**src/xor_checked_frame_receiver_defines.svh**
```systemverilog
// assertion macros for the xor checked frame receiver
// used by the top level, which supplies clk_i and rst_ni in scope
`ifndef XOR_CHECKED_FRAME_RECEIVER_DEFINES_SVH
`define XOR_CHECKED_FRAME_RECEIVER_DEFINES_SVH

// consequent must hold in the same cycle as the antecedent
`define XCFR_ASSERT_SAME(label, ante, cons) \
  label: assert property (@(posedge clk_i) disable iff (!rst_ni) (ante) |-> (cons)) \
    else $error("xcfr: same-cycle check failed");

// consequent must hold in the cycle after the antecedent
`define XCFR_ASSERT_NEXT(label, ante, cons) \
  label: assert property (@(posedge clk_i) disable iff (!rst_ni) (ante) |=> (cons)) \
    else $error("xcfr: next-cycle check failed");

`endif

```
**src/xcfr_pkg.sv**
```systemverilog
// shared types and constants for the xor checked frame receiver
// no dependencies
`timescale 1ns / 1ps

package xcfr_pkg;

  localparam logic [7:0] SYNC_RESET   = 8'hAA;
  localparam int unsigned HEADER_BYTES = 3;
  localparam int unsigned MIN_FRAME    = 4;
  localparam int unsigned POS_W        = 9;
  localparam int unsigned POS_LIMIT    = 511;
  localparam int unsigned QDEPTH       = 4;

  typedef enum logic [1:0] {
    ST_OK        = 2'd0,
    ST_SHORT     = 2'd1,
    ST_FRAME_ERR = 2'd2
  } frame_status_e;

  typedef enum logic {
    KIND_PAYLOAD = 1'b0,
    KIND_STATUS  = 1'b1
  } item_kind_e;

  typedef struct packed {
    logic [7:0] data_byte;
    logic       end_of_transfer;
  } rx_item_t;

  typedef struct packed {
    item_kind_e    item_kind;
    logic [7:0]    payload_byte;
    logic [7:0]    payload_index;
    logic [7:0]    command;
    logic [7:0]    declared_length;
    frame_status_e frame_status;
  } res_item_t;

  // up to two result items written per accepted byte, first one first
  typedef struct packed {
    logic [1:0] count;
    res_item_t  first;
    res_item_t  second;
  } push_t;

  typedef struct packed {
    logic [2:0] level;
    logic       room_for_two;
  } q_stat_t;

endpackage

```
**src/xcfr_queue.sv**
```systemverilog
// four entry result queue, two writes and one read per cycle
// depends on xcfr_pkg
`timescale 1ns / 1ps

module xcfr_queue (
  input  logic             clk_i,
  input  logic             rst_ni,
  input  xcfr_pkg::push_t  push_i,
  input  logic             pop_i,
  output xcfr_pkg::res_item_t head_o,
  output xcfr_pkg::q_stat_t   stat_o
);
  import xcfr_pkg::*;

  localparam int unsigned PtrW = $clog2(QDEPTH);

  res_item_t       mem_q [QDEPTH];
  logic [PtrW-1:0] wp_q, wp_d, rp_q, rp_d;
  logic [2:0]      level_q, level_d;

  always_comb begin
    wp_d    = wp_q + PtrW'(push_i.count);
    rp_d    = rp_q + PtrW'(pop_i);
    level_d = level_q + 3'(push_i.count) - 3'(pop_i);
  end

  always_ff @(posedge clk_i or negedge rst_ni) begin
    if (!rst_ni) begin
      wp_q    <= '0;
      rp_q    <= '0;
      level_q <= '0;
    end else begin
      wp_q    <= wp_d;
      rp_q    <= rp_d;
      level_q <= level_d;
    end
  end

  always_ff @(posedge clk_i) begin
    if (push_i.count != 2'd0) begin
      mem_q[wp_q] <= push_i.first;
    end
    if (push_i.count == 2'd2) begin
      mem_q[wp_q + PtrW'(1)] <= push_i.second;
    end
  end

  assign head_o              = mem_q[rp_q];
  assign stat_o.level        = level_q;
  assign stat_o.room_for_two = (level_q <= 3'(QDEPTH - 2));

endmodule

```
**config.mk**
```make
export PLATFORM = sky130hd
export DESIGN_NAME = xcfr_queue
export DESIGN_NICKNAME = d
export VERILOG_FILES = /design/src/xor_checked_frame_receiver_defines.svh /design/src/xcfr_pkg.sv /design/src/xcfr_queue.sv
export SDC_FILE = /design/constraint.sdc
export NUM_CORES = 1
export LEC_CHECK = 0
export BUFFER_PORTS_ARGS = -buffer_cell sky130_fd_sc_hd__clkbuf_2
export CORE_MARGIN = 1
export CORE_UTILIZATION = 61
export DETAILED_ROUTE_END_ITERATION = 12
export GPL_ROUTABILITY_DRIVEN = 0
export PLACE_DENSITY = 0.89
export RECOVER_POWER = 50
export SYNTH_ARGS = -nofsm -noshare
export SYNTH_HDL_FRONTEND = slang
export SYNTH_SLANG_ARGS = --single-unit
```
**constraint.sdc**
```tcl
create_clock -name clk_i -period 8.6 [get_ports clk_i]
set_input_delay 1.72 -clock clk_i [delete_from_list [all_inputs] [get_ports clk_i]]
set_output_delay 1.72 -clock clk_i [all_outputs]
set_load 0.005 [all_outputs]
```
# Yosys cells after proc, flatten, opt, wreduce, memory -nomap -nowiden
# Memory sizes are Yosys's and may differ from the RTL's.
# Index checks and enable logic that the tools add are counted.
# classes
reduce_logical,1
n_addsub,5
magnitude_cmp,1
mux,4
n_eq_ne,1
bitwise_logic,0
mul,0
shift,0
n_div,0
# ops
operator,count
2-to-1 mux 1 bit,4
adder 3 x 2 -> 3 bit,1
less-or-equal comparator 3 x 2 -> 1 bit (second input constant),1
subtractor 3 x 1 -> 3 bit,1
adder 2 x 1 -> 2 bit,1
adder 2 x 1 -> 2 bit (second input constant),1
adder 2 bit,1
== test 2 bit (second input constant),1
nonzero test 2 bit,1
# word_totals
romBits,0
wordCells,16
reg_bits,7
mem_count,1
inputBits,75
ram_bits,140
out_inout_bits,39
latchBits,0
# memory_table
memory,words,word_bits,rd,rd_ports_with_merged_regs,write_ports,line_no,text
mem_q,4,35,1,0,2,xcfr_queue.sv:17,res_item_t mem_q [QDEPTH];

# Longest topological paths before layout
# logic_depth
ltp_word,3
ltp_mapped,7

# Worst setup path after synthesis
# OpenSTA, ideal clock, no wires.
# synth_path
kind,input to register
from,in push_i[71] (netlist bit)
to,"mem mem_q[0][0] (netlist bit), enable pin"
arrival_time_ns,4.470
path_stages,3
setup_time_ns,0.476
setup_slack_ns,3.654
t_required_ns,8.124
path_cell_list,buf_2 > o21bai_1 > o21ai_0
# synth_rtl
item,line_no,text
from (decl),xcfr_queue.sv:8,"input xcfr_pkg::push_t push_i,"
to (decl),xcfr_queue.sv:17,

==> results <==
- In the global route stage, met2 resource usage came out at 44.9%.
- The total nets after synthesis is 456.
- Max-cap violations in this run came to 6.
- The flow ran to the end, but the final reports show violations.
- At the end of the flow, the number of nets in the layout was 571.
- The region available for standard cell placement spans 0.0114 mm².
- The total iterations of the first detailed-routing run is 4.
- The wire length of the first global-routing pass is 21.9 mm.
- The internal portion of the total power is 1.92 mW.
- The worst min-delay path endpoint is level_q[2].
- Entering global routing, the biggest net connects 37 pins.
- Counting cells, the worst reg-to-reg path comes to 4.
- The switching power total is 0.787 mW.
- After filler insertion, the fill cell instance count of the layout stands at 742.
- The logic gate share of total power is 30.8%.
- For this design, the sink count on the clock tree is 147.
- The switching fraction of total power is 29.1%.
- The area growth from synthesis to layout is 16.2%.
- CTS built an H-tree with a depth of 4.
- The row count is 39.
- The share of layout cells above drive strength 1 is 61.9%.
- Setup violations remaining at the end of the flow were counted as 0.
- The number of post-CTS setup repair buffers is 0.
- The storage element area is 0.00438 mm².
- The static leakage is 3.01 nW.
- The count of cells in the finished layout, fillers not included, comes to 644.
- Detailed placement finished with a half-perimeter wire length of 8.62 mm.
- The power per unit of standard cell area is 326 mW/mm².
- Global routing consumed, on the met1 layer, 31.3% of the routing resources.
- For this design, the CTS-stage hold fixing added 0 buffers.
- The normalized max-slew margin is -71.4%.
- The average detailed-routed wire length per instance is 22.8 µm.
- On the final layout, the worst clock skew is 0.00566 ns.
- The final-report hold violation count is 0.
- The global routing stage identified its most utilized layer as met2.
- The arrival time reported for the critical path endpoint is 5.07 ns.
- Across all register-to-register paths, the minimum setup slack is 4.47 ns.
- The iteration-0 DRC count of the detailed router is 294.
- The required time of the critical path is 8.41 ns.
- For this configuration, the core starts out at a cell density of 62.7%.
- In the global route stage, met3 resource usage came out at 7.76%.
- Dividing the detail-routed via count by the number of cells gives 6.13.
- The largest fanout on the critical path is 36.
- The maximum vdd ir drop is 246 µV.
- The worst hold path begins at level_q[2].
- Across every metal layer, demand over resource in global routing totals 26.1%.
- The buffer cell driving the clock tree root is sky130_fd_sc_hd__clkbuf_16.
- In this run the critical register-to-register path is captured at mem_q[0][19].
- The total negative setup slack is 0 ns.
- Dividing the final minimum period by the clock period gives 61.1%.
- The number of cells after detailed placement is 614.
- At the pin with the least slew margin, the transition time is 2.57 ns.
- The initial antenna violation count came to 0.
- Across all layers, the routed design uses 3950 vias.
- The minimum setup slack after placement is 4.52 ns.
- The number of stages on the worst hold path is 1.
- The mapped cell area is 0.00716 mm².
- The share of power burned in registers is 43.9%.
- The width of the chip is 110 µm.
- The number of resized instances in the post-cts repair step is 0.
- The share of total power dissipated in the clock network is 25.3%.
- In the post-synthesis netlist, the biggest area contributors are sky130_fd_sc_hd__edfxtp_1 59%, sky130_fd_sc_hd__mux2_2 22%, sky130_fd_sc_hd__mux4_2 11%.
- The vertical die dimension is 110 µm.
- The launch instance of the worst register-to-register path is wp_q[1].
- Summing all multi-input logic gate instances after layout gives 0.00260 mm².
- The max-slew violation count came to 163.
- For this run, the register share of the synthesized area comes to 61.2%.
- The via count of the first global-routing pass is 4159.
- The shortest clock period the worst path allows after layout is 5.26 ns.
- Setup repair after global routing left no endpoint under its margin.
- The average size of a mapped cell is 19.1 µm².
- The library cell occupying the most area in the post-synthesis netlist is sky130_fd_sc_hd__edfxtp_1.
- STA classifies the critical path startpoint as an input port.
- The distinct cell type count of the synthesized netlist is 24.
- After clock tree synthesis, the clock-pin slew on the worst setup and hold paths is 0.05 ns.
- In the routed design, unresolved DRC markers number 0.
- Clock latency on the worst-skew pair, taken at its later pin, is 0.43 ns.
- During synthesis, Yosys emitted a total of 0 warnings.
- The final antenna-violating net count is 0.
- The TritonCTS clock tree is yes.
- The diode insertion count for antenna repair is 0.
- The final reports fail on max-capacitance violations, max-slew violations.
- The total congestion overflow is 0.
- During I/O placement, the number of pins put on the boundary was 114.
- The class of the tightest hold or removal check is register to register.
- The maximum number of buffers from clock root to sink is 2.
- The post-route worst setup slack is 3.34 ns.
- The maximum operating frequency is 190 MHz.
- The type of element capturing the critical path is a register.
- The number of storage elements in the synthesis netlist is 147.
- The floorplan step defined a die boundary enclosing 0.0122 mm².
- For this block, the routed nets add up to 14.7 mm of wire.
- The type of the setup path with the least slack is input port to register.
- The number of buffers inserted by port buffering is 113.
- The share of synthesized area in the top cell type comes to 58.8%.
- After technology mapping, the gate count stands at 375.
- The number of buffers created by CTS is 17.
[cells in the final DEF, fill, tap and decap left out, drive strengths merged]
cell type and instances:
fa 1, and4bb 1, o21ai 1, xor2 1, a21oi 1, mux2i 1
edfxtp 140, clkinv 6, clkbuf 139, nand4b 1, o21bai 2, nor4bb 1
nor4b 1, dfrtp 7, nor2 2, inv 7, mux2 140, ha 5
buf 3, mux4 35, xnor2 4, bufinv 2
[synth_stat cells]
cell                       count
sky130_fd_sc_hd__edfxtp_1    140
sky130_fd_sc_hd__mux2_2      138
sky130_fd_sc_hd__mux4_2       35
sky130_fd_sc_hd__buf_2        10
sky130_fd_sc_hd__dfrtp_1       7
sky130_fd_sc_hd__inv_1         7
sky130_fd_sc_hd__buf_4         6
sky130_fd_sc_hd__ha_1          5
sky130_fd_sc_hd__buf_6         4
sky130_fd_sc_hd__xnor2_1       4
sky130_fd_sc_hd__clkbuf_1      3
sky130_fd_sc_hd__mux2_1        2
sky130_fd_sc_hd__nor2_1        2
sky130_fd_sc_hd__o21bai_1      2
sky130_fd_sc_hd__a21oi_1       1
sky130_fd_sc_hd__and4bb_2      1
sky130_fd_sc_hd__buf_1         1
sky130_fd_sc_hd__fa_1          1
sky130_fd_sc_hd__mux2i_1       1
sky130_fd_sc_hd__nand4b_2      1
sky130_fd_sc_hd__nor4b_4       1
sky130_fd_sc_hd__nor4bb_1      1
sky130_fd_sc_hd__o21ai_0       1
sky130_fd_sc_hd__xor2_1        1
[worst max-delay path: stages]
cell and delay [ns]:
sky130_fd_sc_hd__clkbuf_1 0.27, sky130_fd_sc_hd__nand4b_2 0.20, sky130_fd_sc_hd__clkbuf_1 1.83, sky130_fd_sc_hd__o21ai_4 0.04, sky130_fd_sc_hd__clkbuf_1 0.99
[cells by family after synthesis]
logic type | after synthesis | synth area share (%)
flops | 147 | 61.2
mux | 176 | 33.2
compound gates | 4 | 0.350
xor+xnor | 5 | 0.612
simple gates | 6 | 0.962
fa+ha+maj | 6 | 1.15
buf+inv | 31 | 2.54
[per-stage QoR]
stage / cell area (µm²) / util, % / power (mW) / hold slack, ns
6_report: 8320 / 72.8 / 2.71 / 0.512
5_1_grt: 8320 / 72.8 / 2.84 / 0.516
4_1_cts: 8380 / 73.4 / 2.74 / 0.507
3_5_place_dp: 7850 / 68.8 / 2.06 / 0.491
3_3_place_gp: 7850 / 68.8 / 2.03 / 0.483
2_1_floorplan: 7160 / - / 1.72 / 0.461
[state kept, by name (all words and copies together), names as in the netlist]
name and count:
wp_q 2, mem_q 140, rp_q 2, level_q 3
[layer usage]
layer	vias to the layer above	share of wire [%]
met3	18	5.5
met1	2055	41
met4	0	1.4
li1	1760	-
met5	-	0
met2	117	52
[how the worst max path moves through the flow]
stage / cells past startpoint / slack (ns) / from / to
global route: 5 / 3.17 / push_i[70] / mem_q[0][19]
finish: 5 / 3.34 / push_i[70] / mem_q[0][19]
detailed placement: 3 / 4.52 / push_i[70] / mem_q[2][15]
floorplan: 3 / 3.65 / push_i[71] / mem_q[0][0]
global placement: 3 / 4.53 / push_i[70] / mem_q[2][15]
CTS: 3 / 4.51 / rp_q[0] / head_o[34]
[power groups by stage]
stage	combinational, mW	clock, mW	sequential (mW)
after floorplan	0.588	0	1.13
after global placement	0.842	0	1.19
after detailed placement	0.857	0	1.20
after CTS	0.860	0.691	1.19
after global routing	0.907	0.719	1.21
final	0.835	0.685	1.19
[cell type report]
| type | instances | area share (%) |
|---|---|---|
| clock buffers | 22 | 5.34 |
| flip-flops and latches | 147 | 52.7 |
| multi-input cells | 197 | 31.3 |
| repair buffers | 120 | 7.15 |
| clock inverters | 8 | 1.05 |
| inverters | 7 | 0.316 |
| well taps | 143 | 2.15 |
Power figures use the tool's default switching activity.
